### src/rtl/core/nfc_rfp_pkg.sv
// shared types and constants for the response frame parser
// no dependencies; compiled first

package nfc_rfp_pkg;

    localparam int unsigned BYTE_W = 8;

    // frame constants
    localparam logic [BYTE_W-1:0] PREAMBLE_BYTE = 8'h00;
    localparam logic [BYTE_W-1:0] START_BYTE    = 8'hFF;
    localparam logic [BYTE_W-1:0] DIR_TO_HOST   = 8'hD5;
    localparam logic [BYTE_W-1:0] TRAILER_BYTES = 8'd2;
    localparam logic [BYTE_W-1:0] HEADER_BYTES  = 8'd2;

    // configuration register indexes
    localparam logic CFG_EXPECTED_COMMAND = 1'b0;
    localparam logic CFG_BUFFER_CAPACITY  = 1'b1;

    // final status codes
    localparam logic [1:0] ST_OK       = 2'd0;
    localparam logic [1:0] ST_INVALID  = 2'd1;
    localparam logic [1:0] ST_NO_SPACE = 2'd2;

    typedef struct packed {
        logic [BYTE_W-1:0] rx_byte;
        logic              frame_start;
    } in_item_t;

    typedef struct packed {
        logic [BYTE_W-1:0] payload_byte;
        logic [BYTE_W-1:0] payload_index;
        logic              is_payload;
        logic              done_res;
        logic [1:0]        status;
        logic [BYTE_W-1:0] payload_length;
    } out_item_t;

    typedef struct packed {
        logic [BYTE_W-1:0] expected_command;
        logic [BYTE_W-1:0] buffer_capacity;
    } cfg_t;

    // result handed from the parser to the output stage
    typedef struct packed {
        logic      valid;
        out_item_t item;
    } step_t;

endpackage

### src/rtl/core/nfc_rfp_ifs.sv
// valid/ready channel interfaces for frame bytes and parser results
// depends on nfc_rfp_pkg

interface nfc_rfp_in_if import nfc_rfp_pkg::*; ();
    logic     valid;
    logic     ready;
    in_item_t data;

    modport source (output valid, output data, input ready);
    modport sink   (input valid, input data, output ready);
endinterface

interface nfc_rfp_out_if import nfc_rfp_pkg::*; ();
    logic      valid;
    logic      ready;
    out_item_t data;

    modport source (output valid, output data, input ready);
    modport sink   (input valid, input data, output ready);
endinterface

### src/rtl/core/nfc_response_frame_parser_core.sv
// top level of the response frame parser: config registers, parser, result register
// depends on nfc_rfp_pkg, nfc_rfp_ifs, nfc_rfp_cfg, nfc_rfp_parser, nfc_rfp_out_stage

// Parses one host-interface response frame per run of bytes on the frame channel
// (preamble marked by frame_start, then 00 FF, length, length checksum, direction
// byte D5, response code, payload, data checksum, postamble). Each payload byte
// comes out as one result request with its index; the frame ends with one result
// carrying done_res, the status (ok, invalid frame, no space) and the payload
// length. A frame is rejected at the first bad start, length, direction, code or
// checksum byte and the rest is ignored until the next frame_start. Payloads
// longer than buffer_capacity are dropped with the two trailer bytes and reported
// as no space. One byte is taken every cycle unless the result channel stalls;
// each byte is held in the input register and then moves to the result register,
// from which its result is offered. The parse state is updated from the input
// register. Ready on the frame channel follows ready on the result channel in the
// same cycle when both registers are full. Write the configuration registers only
// while no frame is in flight.

module nfc_response_frame_parser_core import nfc_rfp_pkg::*;
(
    input  logic              clk,
    input  logic              rst_n,
    // configuration write port
    input  logic              cfg_we,
    input  logic              cfg_index,
    input  logic [BYTE_W-1:0] cfg_wdata,
    // frame bytes in, results out
    nfc_rfp_in_if.sink        frame,
    nfc_rfp_out_if.source     res
);

    cfg_t  cfg;
    step_t step;
    logic  space;

    // expected command and buffer capacity, sampled at the response code byte
    nfc_rfp_cfg u_cfg (
        .clk       (clk),
        .rst_n     (rst_n),
        .cfg_we    (cfg_we),
        .cfg_index (cfg_index),
        .cfg_wdata (cfg_wdata),
        .cfg       (cfg)
    );

    // input register and frame state machine
    nfc_rfp_parser u_parser (
        .clk   (clk),
        .rst_n (rst_n),
        .frame (frame),
        .cfg   (cfg),
        .space (space),
        .step  (step)
    );

    // result register; space lets the parser retire a byte
    nfc_rfp_out_stage u_out (
        .clk   (clk),
        .rst_n (rst_n),
        .step  (step),
        .space (space),
        .res   (res)
    );

endmodule

### src/rtl/core/nfc_rfp_cfg.sv
// configuration registers: expected command and buffer capacity
// depends on nfc_rfp_pkg

module nfc_rfp_cfg import nfc_rfp_pkg::*;
(
    input  logic              clk,
    input  logic              rst_n,
    input  logic              cfg_we,
    input  logic              cfg_index,
    input  logic [BYTE_W-1:0] cfg_wdata,
    output cfg_t              cfg
);

    cfg_t cfg_reg;
    cfg_t cfg_next;

    always_comb
    begin
        cfg_next = cfg_reg;
        if (cfg_we)
        begin
            case (cfg_index)
                CFG_EXPECTED_COMMAND: cfg_next.expected_command = cfg_wdata;
                CFG_BUFFER_CAPACITY:  cfg_next.buffer_capacity  = cfg_wdata;
                default:              cfg_next = cfg_reg;
            endcase
        end
    end

    always_ff @(posedge clk or negedge rst_n)
    begin
        if (!rst_n)
        begin
            cfg_reg.expected_command <= '0;
            cfg_reg.buffer_capacity  <= '1;
        end
        else
        begin
            cfg_reg <= cfg_next;
        end
    end

    assign cfg = cfg_reg;

endmodule

### src/rtl/core/nfc_rfp_parser.sv
// input register and parser FSM, one byte per cycle unless stalled
// depends on nfc_rfp_pkg and nfc_rfp_in_if

module nfc_rfp_parser import nfc_rfp_pkg::*;
(
    input  logic        clk,
    input  logic        rst_n,
    nfc_rfp_in_if.sink  frame,
    input  cfg_t        cfg,
    input  logic        space,
    output step_t       step
);

    typedef enum logic [3:0] {
        PH_IDLE,
        PH_SC1,
        PH_SC2,
        PH_LEN,
        PH_LCS,
        PH_TFI,
        PH_CMD,
        PH_DATA,
        PH_DCS,
        PH_POST,
        PH_TRAIL
    } phase_t;

    logic              in_valid_reg, in_valid_next;
    in_item_t          in_item_reg, in_item_next;
    phase_t            phase_reg, phase_next;
    logic [BYTE_W-1:0] remaining_reg, remaining_next;
    logic [BYTE_W-1:0] sum_reg, sum_next;
    logic [BYTE_W-1:0] length_reg, length_next;
    logic [BYTE_W-1:0] index_reg, index_next;
    logic              overflow_reg, overflow_next;

    logic              accept;
    logic              fire;
    logic [BYTE_W-1:0] b;
    logic [BYTE_W-1:0] plen;
    logic [BYTE_W-1:0] rem_dec;
    logic [BYTE_W-1:0] expected_code;
    out_item_t         res;
    logic              res_valid;

    assign frame.ready = !in_valid_reg || space;
    assign accept      = frame.valid && frame.ready;
    assign fire        = in_valid_reg && space;

    assign b             = in_item_reg.rx_byte;
    assign plen          = length_reg - HEADER_BYTES;
    assign rem_dec       = remaining_reg - 8'd1;
    assign expected_code = cfg.expected_command + 8'd1;

    always_comb
    begin
        in_valid_next  = in_valid_reg;
        in_item_next   = in_item_reg;
        phase_next     = phase_reg;
        remaining_next = remaining_reg;
        sum_next       = sum_reg;
        length_next    = length_reg;
        index_next     = index_reg;
        overflow_next  = overflow_reg;
        res            = '0;
        res_valid      = 1'b0;

        if (fire)
        begin
            in_valid_next = 1'b0;
        end
        if (accept)
        begin
            in_valid_next = 1'b1;
            in_item_next  = frame.data;
        end

        if (fire)
        begin
            if (in_item_reg.frame_start)
            begin
                // restart drops any frame in progress
                remaining_next = '0;
                sum_next       = '0;
                length_next    = '0;
                index_next     = '0;
                overflow_next  = 1'b0;
                if (b != PREAMBLE_BYTE)
                begin
                    res_valid    = 1'b1;
                    res.done_res = 1'b1;
                    res.status   = ST_INVALID;
                    phase_next   = PH_IDLE;
                end
                else
                begin
                    phase_next = PH_SC1;
                end
            end
            else
            begin
                case (phase_reg)
                    PH_SC1:
                    begin
                        if (b != PREAMBLE_BYTE)
                        begin
                            res_valid    = 1'b1;
                            res.done_res = 1'b1;
                            res.status   = ST_INVALID;
                            phase_next   = PH_IDLE;
                        end
                        else
                        begin
                            phase_next = PH_SC2;
                        end
                    end
                    PH_SC2:
                    begin
                        if (b != START_BYTE)
                        begin
                            res_valid    = 1'b1;
                            res.done_res = 1'b1;
                            res.status   = ST_INVALID;
                            phase_next   = PH_IDLE;
                        end
                        else
                        begin
                            phase_next = PH_LEN;
                        end
                    end
                    PH_LEN:
                    begin
                        length_next = b;
                        phase_next  = PH_LCS;
                    end
                    PH_LCS:
                    begin
                        if ((length_reg + b) != 8'd0 || length_reg < HEADER_BYTES)
                        begin
                            res_valid    = 1'b1;
                            res.done_res = 1'b1;
                            res.status   = ST_INVALID;
                            phase_next   = PH_IDLE;
                        end
                        else
                        begin
                            phase_next = PH_TFI;
                        end
                    end
                    PH_TFI:
                    begin
                        if (b != DIR_TO_HOST)
                        begin
                            res_valid    = 1'b1;
                            res.done_res = 1'b1;
                            res.status   = ST_INVALID;
                            phase_next   = PH_IDLE;
                        end
                        else
                        begin
                            phase_next = PH_CMD;
                        end
                    end
                    PH_CMD:
                    begin
                        if (b != expected_code)
                        begin
                            res_valid    = 1'b1;
                            res.done_res = 1'b1;
                            res.status   = ST_INVALID;
                            phase_next   = PH_IDLE;
                        end
                        else
                        begin
                            sum_next       = DIR_TO_HOST + b;
                            index_next     = '0;
                            remaining_next = plen;
                            overflow_next  = (plen > cfg.buffer_capacity);
                            phase_next     = (plen == 8'd0) ? PH_DCS : PH_DATA;
                        end
                    end
                    PH_DATA:
                    begin
                        if (!overflow_reg)
                        begin
                            res_valid         = 1'b1;
                            res.payload_byte  = b;
                            res.payload_index = index_reg;
                            res.is_payload    = 1'b1;
                            sum_next          = sum_reg + b;
                        end
                        index_next     = index_reg + 8'd1;
                        remaining_next = rem_dec;
                        if (rem_dec == 8'd0)
                        begin
                            if (overflow_reg)
                            begin
                                phase_next     = PH_TRAIL;
                                remaining_next = TRAILER_BYTES;
                            end
                            else
                            begin
                                phase_next = PH_DCS;
                            end
                        end
                    end
                    PH_TRAIL:
                    begin
                        remaining_next = rem_dec;
                        if (rem_dec == 8'd0)
                        begin
                            res_valid          = 1'b1;
                            res.done_res       = 1'b1;
                            res.status         = ST_NO_SPACE;
                            res.payload_length = plen;
                            phase_next         = PH_IDLE;
                        end
                    end
                    PH_DCS:
                    begin
                        if ((sum_reg + b) != 8'd0)
                        begin
                            res_valid    = 1'b1;
                            res.done_res = 1'b1;
                            res.status   = ST_INVALID;
                            phase_next   = PH_IDLE;
                        end
                        else
                        begin
                            phase_next = PH_POST;
                        end
                    end
                    PH_POST:
                    begin
                        // postamble value is not checked
                        res_valid          = 1'b1;
                        res.done_res       = 1'b1;
                        res.status         = ST_OK;
                        res.payload_length = plen;
                        phase_next         = PH_IDLE;
                    end
                    default:
                    begin
                        phase_next = PH_IDLE;
                    end
                endcase
            end
        end
    end

    always_ff @(posedge clk or negedge rst_n)
    begin
        if (!rst_n)
        begin
            in_valid_reg  <= 1'b0;
            phase_reg     <= PH_IDLE;
            remaining_reg <= '0;
            sum_reg       <= '0;
            length_reg    <= '0;
            index_reg     <= '0;
            overflow_reg  <= 1'b0;
        end
        else
        begin
            in_valid_reg  <= in_valid_next;
            phase_reg     <= phase_next;
            remaining_reg <= remaining_next;
            sum_reg       <= sum_next;
            length_reg    <= length_next;
            index_reg     <= index_next;
            overflow_reg  <= overflow_next;
        end
    end

    always_ff @(posedge clk)
    begin
        in_item_reg <= in_item_next;
    end

    assign step.valid = res_valid;
    assign step.item  = res;

endmodule

### src/rtl/core/nfc_rfp_out_stage.sv
// result register between the parser and the result channel
// depends on nfc_rfp_pkg and nfc_rfp_out_if

module nfc_rfp_out_stage import nfc_rfp_pkg::*;
(
    input  logic          clk,
    input  logic          rst_n,
    input  step_t         step,
    output logic          space,
    nfc_rfp_out_if.source res
);

    logic      valid_reg, valid_next;
    out_item_t item_reg, item_next;

    assign space = !valid_reg || res.ready;

    always_comb
    begin
        valid_next = valid_reg;
        item_next  = item_reg;
        if (space)
        begin
            valid_next = step.valid;
            if (step.valid)
            begin
                item_next = step.item;
            end
        end
    end

    always_ff @(posedge clk or negedge rst_n)
    begin
        if (!rst_n)
        begin
            valid_reg <= 1'b0;
        end
        else
        begin
            valid_reg <= valid_next;
        end
    end

    always_ff @(posedge clk)
    begin
        item_reg <= item_next;
    end

    assign res.valid = valid_reg;
    assign res.data  = item_reg;

endmodule

### src/flat_wrapper.sv
// flat-port wrapper written by rule: the top's interface ports become plain ports
module nfc_response_frame_parser_core_flat import nfc_rfp_pkg::*;
  (clk, rst_n, cfg_we, cfg_index, cfg_wdata, frame_valid, frame_data, frame_ready, res_valid, res_data, res_ready);
  nfc_rfp_in_if frame_i ();
  nfc_rfp_out_if res_i ();
  input  logic clk;
  input  logic rst_n;
  input  logic cfg_we;
  input  logic cfg_index;
  input  logic [BYTE_W-1:0] cfg_wdata;
  input wire logic [$bits(frame_i.valid)-1:0] frame_valid;
  input wire logic [$bits(frame_i.data)-1:0] frame_data;
  output wire logic [$bits(frame_i.ready)-1:0] frame_ready;
  output wire logic [$bits(res_i.valid)-1:0] res_valid;
  output wire logic [$bits(res_i.data)-1:0] res_data;
  input wire logic [$bits(res_i.ready)-1:0] res_ready;
  assign frame_i.valid = frame_valid;
  assign frame_i.data = frame_data;
  assign frame_ready = frame_i.ready;
  assign res_valid = res_i.valid;
  assign res_data = res_i.data;
  assign res_i.ready = res_ready;
  nfc_response_frame_parser_core u_core (.clk(clk), .rst_n(rst_n), .cfg_we(cfg_we), .cfg_index(cfg_index), .cfg_wdata(cfg_wdata), .frame(frame_i), .res(res_i));
endmodule
### config.mk
export PLATFORM = sky130hd
export DESIGN_NAME = nfc_response_frame_parser_core_flat
export DESIGN_NICKNAME = d
export VERILOG_FILES = /design/src/rtl/core/nfc_rfp_pkg.sv /design/src/rtl/core/nfc_rfp_ifs.sv /design/src/rtl/core/nfc_response_frame_parser_core.sv /design/src/rtl/core/nfc_rfp_cfg.sv /design/src/rtl/core/nfc_rfp_parser.sv /design/src/rtl/core/nfc_rfp_out_stage.sv /design/src/flat_wrapper.sv
export SDC_FILE = /design/constraint.sdc
export NUM_CORES = 1
export LEC_CHECK = 0
export ABC_AREA = 1
export BUFFER_PORTS_ARGS = -buffer_cell sky130_fd_sc_hd__buf_4
export CORE_ASPECT_RATIO = 1.4
export CORE_MARGIN = 1.5
export CORE_UTILIZATION = 45
export CTS_BUF_LIST = sky130_fd_sc_hd__clkbuf_4 sky130_fd_sc_hd__clkbuf_8
export DETAILED_ROUTE_END_ITERATION = 8
export PLACE_DENSITY = 0.73
export SYNTH_ARGS = -nofsm -noshare
export SYNTH_HDL_FRONTEND = slang
export SYNTH_HIERARCHICAL = 1
export SYNTH_SLANG_ARGS = --single-unit
### constraint.sdc
create_clock -name clk -period 4 [get_ports clk]
set_input_delay 0.2 -clock clk [delete_from_list [all_inputs] [get_ports clk]]
set_output_delay 0.2 -clock clk [all_outputs]
set_load 0.02 [all_outputs]
-- Word level (Yosys, flattened, before mapping)
Index checks and enable logic that the tools add are counted.
- output and inout bits: 30
- bits of input ports: 23
- flip-flop bits (word level): 92
- bitwise logic cells: 3
- reductions and logical operators: 29
- $add $sub $neg: 7
- muxes and demuxes: 54
- order comparisons: 2
- equality and inequality tests: 18
- operator list (operator ; number):
    two-way mux 8 bit ; 11
    case mux 8 bit (2 select lines) ; 3
    case mux 4 bit (9 select lines) ; 1
    two-way mux 3 bit ; 9
    two-way mux 4 bit ; 6
    case mux 3 bit (8 select lines) ; 1
    case mux 8 bit (3 select lines) ; 1
    nonzero test 8 bit ; 3
    two-way mux 1 bit ; 17
    adder 8 x 1 -> 8 bit (second input constant) ; 2
    adder 8 bit ; 2
    == test 4 x 3 -> 1 bit (second input constant) ; 4
    zero test 8 bit ; 2
    inequality test 8 bit (second input constant) ; 2
    == test 4 bit (second input constant) ; 3
    inequality test 3 bit (second input constant) ; 4
    AND reduction 3 bit ; 4
    two-way mux 11 bit ; 1
    case mux 1 bit (9 select lines) ; 1
    adder 8 bit (first input constant) ; 1
    == test 4 x 2 -> 1 bit (second input constant) ; 2
    greater-than comparator 8 bit ; 1
    < comparator 8 x 2 -> 1 bit (second input constant) ; 1
    inequality test 8 bit ; 1
    17 further kinds ; 30

-- Depth between registers and ports, before layout
Gate-level depths: netlist of the first run.
- word-level depth: 8
- gate-level depth with buffers: 20
- gate-level depth less buffers: 19

-- Cells and area by module
The synthesis of the first run kept the hierarchy.
- modules (own cells, without submodules) (module ; cells each ; times used ; area each (µm²)):
    nfc_rfp_parser ; 694 ; 1 ; 4390.5
    nfc_rfp_out_stage ; 34 ; 1 ; 885.8
    nfc_rfp_cfg ; 70 ; 1 ; 673.1

-- Least setup slack after synthesis of the first run
OpenSTA, ideal clock, no wires.
- path type: reg2reg
- start: reg u_core.u_parser.in_item_reg, in the netlist u_core/u_parser/b[0]
- end: reg u_core.u_out.item_reg, in the netlist u_core/u_out/res.data[0] (enable)
- buffers on the path: 1
- setup slack: 167 ps
- cell stages (with the launch flop): 19
- arrival: 3411 ps
- path through: edfxtp_1 ha_1 fa_1 nand3_1 nand3_1 nand2_1 nand2_1 nand3_1 nor2_1 nand2_1 nand2_1 inv_1 nor2_1 nand3_1 nand2_1 inv_1 buf_4 inv_1 a21oi_1
- word-level cells in the longest chain between the ends: 8
- RTL lines (element ; line ; RTL):
    start, declared ; nfc_rfp_parser.sv:29 ; in_item_t in_item_reg, in_item_next;
    start signal, assigned ; nfc_rfp_parser.sv:277 ; in_item_reg <= in_item_next;
    adder 8 bit ; nfc_rfp_parser.sv:138 ; if ((length_reg + b) != 8'd0 || length_reg < HEADER_BYTES)
    nonzero test 8 bit ; nfc_rfp_parser.sv:138 ;
    logical OR 1 bit ; nfc_rfp_parser.sv:138 ;
    two-way mux 1 bit ; nfc_rfp_parser.sv:138 ;
    case mux 1 bit (9 select lines) ; nfc_rfp_parser.sv:102 ; case (phase_reg)
    two-way mux 1 bit * ; nfc_rfp_parser.sv:80 ; if (in_item_reg.frame_start)
    two-way mux 1 bit * ; nfc_rfp_parser.sv:78 ; if (fire)
    named net u_core.u_parser.res_valid ; nfc_rfp_parser.sv:44 ; logic res_valid;
    AND reduction 2 bit (no line) * ; - ;
    end signal, assigned ; nfc_rfp_out_stage.sv:46 ; item_reg <= item_next;
    end, declared ; nfc_rfp_out_stage.sv:14 ; out_item_t item_reg, item_next;
Mark *: on every way through the listed nets, which the timed path passes. The rest lies on a longest branch.
A chain may end at the register's enable or synchronous reset.

==> summary.txt, run 1 <==
CTS
  • Clk Latency, worst-skew pair: 390 ps
  • Clock Tree Root: clkbuf_8
  • Post-CTS Hold Buffers: 10
  • Post-CTS Setup Bufs: 0
  • CTS H-Tree Depth: 3
  • Clock sinks: 92
  • Post-CTS Resized: 0
  • Reg clk slew, reported paths: 110 ps
  • CTS tree: yes
  • Num CTS Buffers: 9
  • Max Buffers Root-to-Sink: 2

Routing
  • Via density: 5.19
  • DR WL/cell: 14.0 µm
  • First-pass DRT Iterations: 5
  • Drt drc: 0
  • Via count: 5292
  • Antenna Violating Nets Remaining: 0
  • Routed WL: 14300 µm
  • Initial DRC count: 448

Timing
  • Worst Clk Skew: 19.1 ps
  • Final period demand of the worst path: 3280 ps
  • Final Hold Fails: 0
  • Period utilization: 81.9%
  • Final count of negative-setup-slack endpoints: 0
  • Max frequency: 305 MHz
  • Relative slew slack: 33.0%
  • RSZ-0062 raised after global routing: false
  • Least-Margin Pin Slew: 1010 ps
  • Post-route setup TNS: 0 ps
  • Final Slew Violations: 0

Synthesis
  • Area fraction in compound gates after synthesis: 7.44%
  • Largest family of logic cells by synthesized area: simple AND/OR/NAND/NOR gates
  • Main synth FF type: dfrtp_1
  • Number of distinct library cells after synthesis: 41
  • Synthesized flop and latch total: 92
  • Synth Area in XOR/XNOR: 2.21%
  • Syn_nets: 853
  • Post-Synth Adder-Cell Area: 6.98%
  • Synth Instances: 798
  • FFs w/ async S/R, synth: 59.8%
  • Area fraction in and, or, nand and nor cells after synthesis: 32.5%
  • Yosys warning total: 6
  • Syn avg cell area: 7.46 µm²
  • Post-Syn Area: 0.00595 mm²
  • Sequential-to-total area share from yosys stat: 42.0%
  • Multiplexer share of the synthesized area: 0%
  • Number of synthesized flops with an enable pin: 37

Power and ir drop
  • LEAKAGE: 3.41 nW
  • VDD IR max: 197 µV
  • Pwr dens: 337 mW/mm²
  • Overall Power: 2.27 mW

Setup path
  • Bufs and invs on worst path: 4
  • Most used cell along the critical path: nand2_1
  • Crit path required time: 4070 ps
  • Setup crit end kind: flop
  • Startpoint types: flop
  • Slowest stage delay, CP: 510 ps
  • Crit path DAT: 3340 ps
  • Kind of critical path: flop to flop
  • CP delay by family, top: simple AND/OR/NAND/NOR gates
  • CP cell instances: ha_1 -> fa_1 -> nand3_1 -> nand3_1 -> nand2_1 -> nand2_1 -> nand3_1 -> nor2_1 -> nand2_1 -> nand2_1 -> inv_1 -> nor2_1 -> nand3_1 -> nand2_1 -> inv_1 -> inv_1 -> a21oi_2 -> buf_4
  • Worst-path fanout max: 20
  • Slowest CP cell: edfxtp_1

GRT
  • Total GRT Usage: 21.3%
  • Gr ovfl total: 0
  • First-pass GRT wire length: 23200 µm
  • Initial antenna violation count: 0
  • Largest net degree at the start of global routing: 56
  • Via count of the first global-routing pass: 4929

Layout
  • Antenna cells: 0
  • Max reg flops: 28
  • Area Growth Syn to Fin: 13.6%
  • Fin area: 0.00676 mm²
  • Fill cells: 1268
  • Layout cells sized above 1: 13.4%
  • Nets@finish: 917
  • Finished Core Util: 52.5%

Die
  • Effective utilization at floorplan: 46.2%
  • Die Wd: 100 µm
  • Die Footprint: 0.0139 mm²
  • Die extent in y: 139 µm
  • Io pins: 53
  • Core Area: 0.0129 mm²
  • Placement row count: 49

Min path
  • Hold Crit Class: primary input to flop

Placed design
  • HPWL after DPL: 11000 µm
  • PortBufs: 52
  • Post-DP Area: 0.00647 mm²
  • GP Congestion: 0.954

Outcome
  • Status: complete, no violations

Flow run
  • Number of max-cap violations: 0
metrics by stage:
stage | setup WS [ps] | instances | hold slack, ps
floorplan | 167 | 798 | -95.6
global placement | 808 | 994 | 305
detailed placement | 741 | 994 | 312
CTS | 729 | 1020 | 21.0
global route | 440 | 1020 | 22.7
finish | 725 | 1020 | 37.0
final timing paths:
| check | startpoint | endpoint | slack [ps] | cells after the start |
|---|---|---|---|---|
| worst max-delay path | u_core/u_parser/b[0] | u_core/u_out/res.data[2] | 720 | 18 |
| worst min-delay path | frame_valid | u_core/u_parser/in_valid_reg | 40 | 3 |
| worst max register to register | u_core/u_parser/b[0] | u_core/u_out/res.data[2] | 720 | 18 |
| worst min register to register | u_core/u_cfg/cfg[4] | u_core/u_cfg/cfg[4] | 470 | 2 |
| max in group asynchronous | rst_n | u_core/u_cfg/cfg[14] | 3110 | 2 |
| min in group asynchronous | rst_n | u_core/u_parser/remaining_reg[7] | 410 | 2 |
synth_stat cells, drive strengths merged, types with 5 or more instances:
master | n | area share [%]
nand2 | 248 | 16
nor2 | 97 | 6.4
ha | 30 | 6.3
edfxtp | 37 | 19
nand3 | 82 | 7.1
a21oi | 25 | 2.1
or2 | 5 | 0.53
dfrtp | 47 | 20
inv | 116 | 7.5
buf | 8 | 1.1
xor2 | 12 | 1.8
o21ai | 28 | 2.7
nor3 | 7 | 0.59
nand4 | 13 | 1.4
dfstp | 8 | 3.5
o22ai | 9 | 0.95
cells in the final DEF, fill, tap and decap left out, drive strengths merged:
master,n
nand2,248
inv,119
nor2,97
nand3,82
buf,53
dfrtp,47
edfxtp,37
ha,30
o21ai,28
a21oi,25
nand4,13
xor2,12
dlygate4sd3,10
clkbuf,9
o22ai,9
dfstp,8
nor3,7
clkinv,6
or2,5
nand3b,3
xnor2,3
o21bai,3
a31oi,2
o211ai,2
a22oi,2
fa,2
clkinvlp,1
a21boi,1
o31ai,1
o2111ai,1
a32o,1
power breakdown:
part | switching (mW) | total (mW) | internal (mW) | leakage (nW)
Clock | 0.373 | 0.615 | 0.242 | 0.0954
Combinational | 0.329 | 0.526 | 0.197 | 2.24
Sequential | 0.0696 | 1.13 | 1.06 | 1.08
Total | 0.771 | 2.27 | 1.50 | 3.41
cell type report:
type,count,area [µm²],share of cell area (%)
repair buffers,63,498,7.37
multi-input cells,577,2920,43.3
well taps,153,191,2.83
flip-flops and latches,92,2500,36.9
clock inverters,7,67.6,1.00
clock buffers,9,124,1.83
inverters,119,457,6.76
routing by layer:
| metal | part of all wire [%] | track usage [%] | vias up |
|---|---|---|---|
| li1 | - | - | 2702 |
| met5 | 0 | 0 | - |
| met2 | 52 | 37.2 | 109 |
| met3 | 2.6 | 2.82 | 34 |
| met4 | 3.3 | 9.49 | 0 |
| met1 | 42 | 25.9 | 2447 |
worst reg2reg max path, stage by stage, from the launching register on:
cell	delay, ps
edfxtp_1	510
ha_1	300
fa_1	430
nand3_1	130
nand3_1	80
nand2_1	60
nand2_1	60
nand3_1	80
nor2_1	60
nand2_1	60
nand2_1	70
inv_1	70
nor2_1	40
nand3_1	60
nand2_1	70
inv_1	50
inv_1	50
a21oi_2	380
buf_4	390
cells by family after synthesis:
group / Yosys count
simple gates: 455
buf+inv: 129
compound gates: 75
fa+ha+maj: 32
flops: 92
xor+xnor: 15
Power figures use the tool's default switching activity.
==> inputs of run 2 (changes only) <==
--- a/config.mk
+++ b/config.mk
@@ -12,7 +12,7 @@
 export CORE_UTILIZATION = 45
 export CTS_BUF_LIST = sky130_fd_sc_hd__clkbuf_4 sky130_fd_sc_hd__clkbuf_8
 export DETAILED_ROUTE_END_ITERATION = 8
-export PLACE_DENSITY = 0.73
+export PLACE_DENSITY = 0.71
 export SYNTH_ARGS = -nofsm -noshare
 export SYNTH_HDL_FRONTEND = slang
 export SYNTH_HIERARCHICAL = 1
==> constraint.sdc (replaced) <==
create_clock -name clk -period 3.45 [get_ports clk]
set_input_delay 0.1725 -clock clk [delete_from_list [all_inputs] [get_ports clk]]
set_output_delay 0.1725 -clock clk [all_outputs]
set_load 0.02 [all_outputs]
==> run 2 against run 1 <==
  * Maximum frequency is 5.4% higher
  * Hold slack got worse by 4.5 ps
  * First-iteration DRC count down 42%
  * Register-to-register slack worse by 380 ps
  * Die area unchanged
  * Clock power up 16%
  * Via count hardly changed
  * Wire length rose by 1.9%
  * Power is 16% higher
==> summary.txt, run 2 (synthesized netlist as in run 1, its figures left out) <==
Timing
  • Post-route setup TNS: 0 ps
  • Final Hold Fails: 0
  • Final period demand of the worst path: 3110 ps
  • Max frequency: 322 MHz
  • RSZ-0062 raised after global routing: false
  • Worst Clk Skew: 17.2 ps
  • Post-route setup slack: 342 ps
  • Relative slew slack: 35.3%
  • Final count of negative-setup-slack endpoints: 0
  • Least-Margin Pin Slew: 971 ps
  • Final Slew Violations: 0
  • Period utilization: 90.1%
  • Worst hold slack: 32.5 ps

Routing
  • Initial DRC count: 260
  • Via count: 5293
  • First-pass DRT Iterations: 5
  • Via density: 5.13
  • Routed WL: 14500 µm
  • DR WL/cell: 14.1 µm
  • Drt drc: 0
  • Antenna Violating Nets Remaining: 0

Layout
  • Most common cell after layout, fill and taps aside: nand2_1
  • Fill cells: 1293
  • Most frequent cells in the layout: nand2_1 (242), inv_1 (102), nor2_1 (91)
  • Nets@finish: 928
  • Max reg flops: 28
  • Layout Cells excl Fill: 1031
  • Area Growth Syn to Fin: 15.2%
  • Finished Core Util: 53.2%
  • Fin area: 0.00685 mm²
  • Antenna cells: 0
  • Layout cells sized above 1: 14.4%

Die
  • Die Wd: 100 µm
  • Io pins: 53
  • Placement row count: 49
  • Effective utilization at floorplan: 46.2%
  • Core Area: 0.0129 mm²
  • Die extent in y: 139 µm
  • Die Footprint: 0.0139 mm²

Setup path
  • Crit path DAT: 3180 ps
  • Crit path required time: 3520 ps
  • Worst Reg-to-Reg Cells: 18
  • Slowest CP cell: edfxtp_1
  • Setup crit end kind: flop
  • Slowest stage delay, CP: 480 ps
  • CP cell instances: ha_1 -> fa_1 -> nand3_1 -> nand3_1 -> nand2_1 -> nand2_1 -> nand3_1 -> nor2_1 -> nand2_1 -> nand2_1 -> inv_1 -> nor2_1 -> nand3_1 -> nand2_1 -> inv_1 -> inv_1 -> a21oi_4 -> buf_4
  • Worst-path fanout max: 18
  • Startpoint types: flop
  • Kind of critical path: flop to flop
  • Most used cell along the critical path: nand2_1

CTS
  • Max Buffers Root-to-Sink: 2
  • CTS H-Tree Depth: 3
  • Clk Latency, worst-skew pair: 380 ps
  • Clock sinks: 92
  • Post-CTS Setup Bufs: 0
  • Num CTS Buffers: 9
  • CTS tree: yes
  • Clock Tree Root: clkbuf_8
  • Reg clk slew, reported paths: 100 ps

GRT
  • Grt peak-use layer: met2
  • GR Util met3: 2.77%
  • Gr ovfl total: 0
  • Initial antenna violation count: 0
  • GR Layer Usage met1: 26.8%
  • M2 GR Usage: 38.8%
  • First-pass GRT wire length: 24300 µm
  • Total GRT Usage: 22.0%
  • Via count of the first global-routing pass: 5100
  • Largest net degree at the start of global routing: 56

Power and ir drop
  • Gate power share: 23.4%
  • LEAKAGE: 3.47 nW
  • Pint: 1.75 mW
  • Sequential power share: 49.6%
  • Sw Ratio: 33.9%
  • Overall Power: 2.65 mW
  • P_sw: 899 µW
  • VDD IR max: 179 µV
  • Clock Power Share: 27.0%
  • Pwr dens: 387 mW/mm²

Min path
  • Hold path depth: 3
  • Hold Crit Class: primary input to flop

Placed design
  • Dpl ws: 179 ps
  • GP Congestion: 0.954
  • PortBufs: 52
  • Post-DP Area: 0.00654 mm²
  • HPWL after DPL: 11300 µm
  • # placed instances: 1004

Outcome
  • Status: complete, no violations

Flow run
  • Number of max-cap violations: 0
-- run 2: per-layer routing --
| layer | routed length (µm) | vias up | share of wire (%) |
|---|---|---|---|
| met4 | 410 | 0 | 2.8 |
| li1 | - | 2713 | - |
| met3 | 392 | 32 | 2.7 |
| met2 | 7520 | 105 | 52 |
| met5 | 0 | - | 0 |
| met1 | 6220 | 2443 | 43 |
-- run 2: repair_timing --
| action | 4_1_cts | 5_1_grt |
|---|---|---|
| hold buffers | 11 | 0 |
| setup endpoints to repair | 0 | 18 |
| gates resized for setup | 0 | 1 |
| endpoints found under the hold margin | 57 | 0 |
-- run 2: power groups by stage --
stage / clock, mW / combinational (mW) / sequential [mW]
floorplan: 0 / 0.432 / 1.33
finish: 0.715 / 0.621 / 1.31
global route: 0.787 / 0.708 / 1.33
detailed placement: 0 / 0.610 / 1.33
global placement: 0 / 0.601 / 1.33
CTS: 0.742 / 0.622 / 1.31
-- run 2: final cells by class --
class                           count  area [µm²]  share of cell area, %
Tap cell                          153         191                   2.79
Timing Repair Buffer               74         583                   8.51
Clock inverter                      7        67.6                  0.986
Inverter                          119         457                   6.67
Multi-Input combinational cell    577        2930                   42.8
Clock buffer                        9         124                   1.81
Sequential cell                    92        2500                   36.5
-- run 2: critical path, delay by kind of cell, from the launching register on --
kind	cells	cell delay [ps]
DFF	1	480
buffers and inverters	4	510
and+or+nand+nor	11	760
AOI/OAI and AO/OA	1	320
adders and majority gates	2	710
-- run 2: path summary, 6_finish.rpt --
kind / slack (ps) / end / from
setup / recovery: 340 / u_core/u_out/res.data[0] / u_core/u_parser/b[0]
setup reg to reg: 340 / u_core/u_out/res.data[0] / u_core/u_parser/b[0]
min in group asynchronous: 380 / u_core/u_parser/sum_reg[5] / rst_n
max in group asynchronous: 2560 / u_core/u_cfg/cfg[13] / rst_n
hold reg to reg: 470 / u_core/u_cfg/cfg[4] / u_core/u_cfg/cfg[4]
hold / removal: 30 / u_core/u_cfg/cfg[7] / cfg_wdata[7]
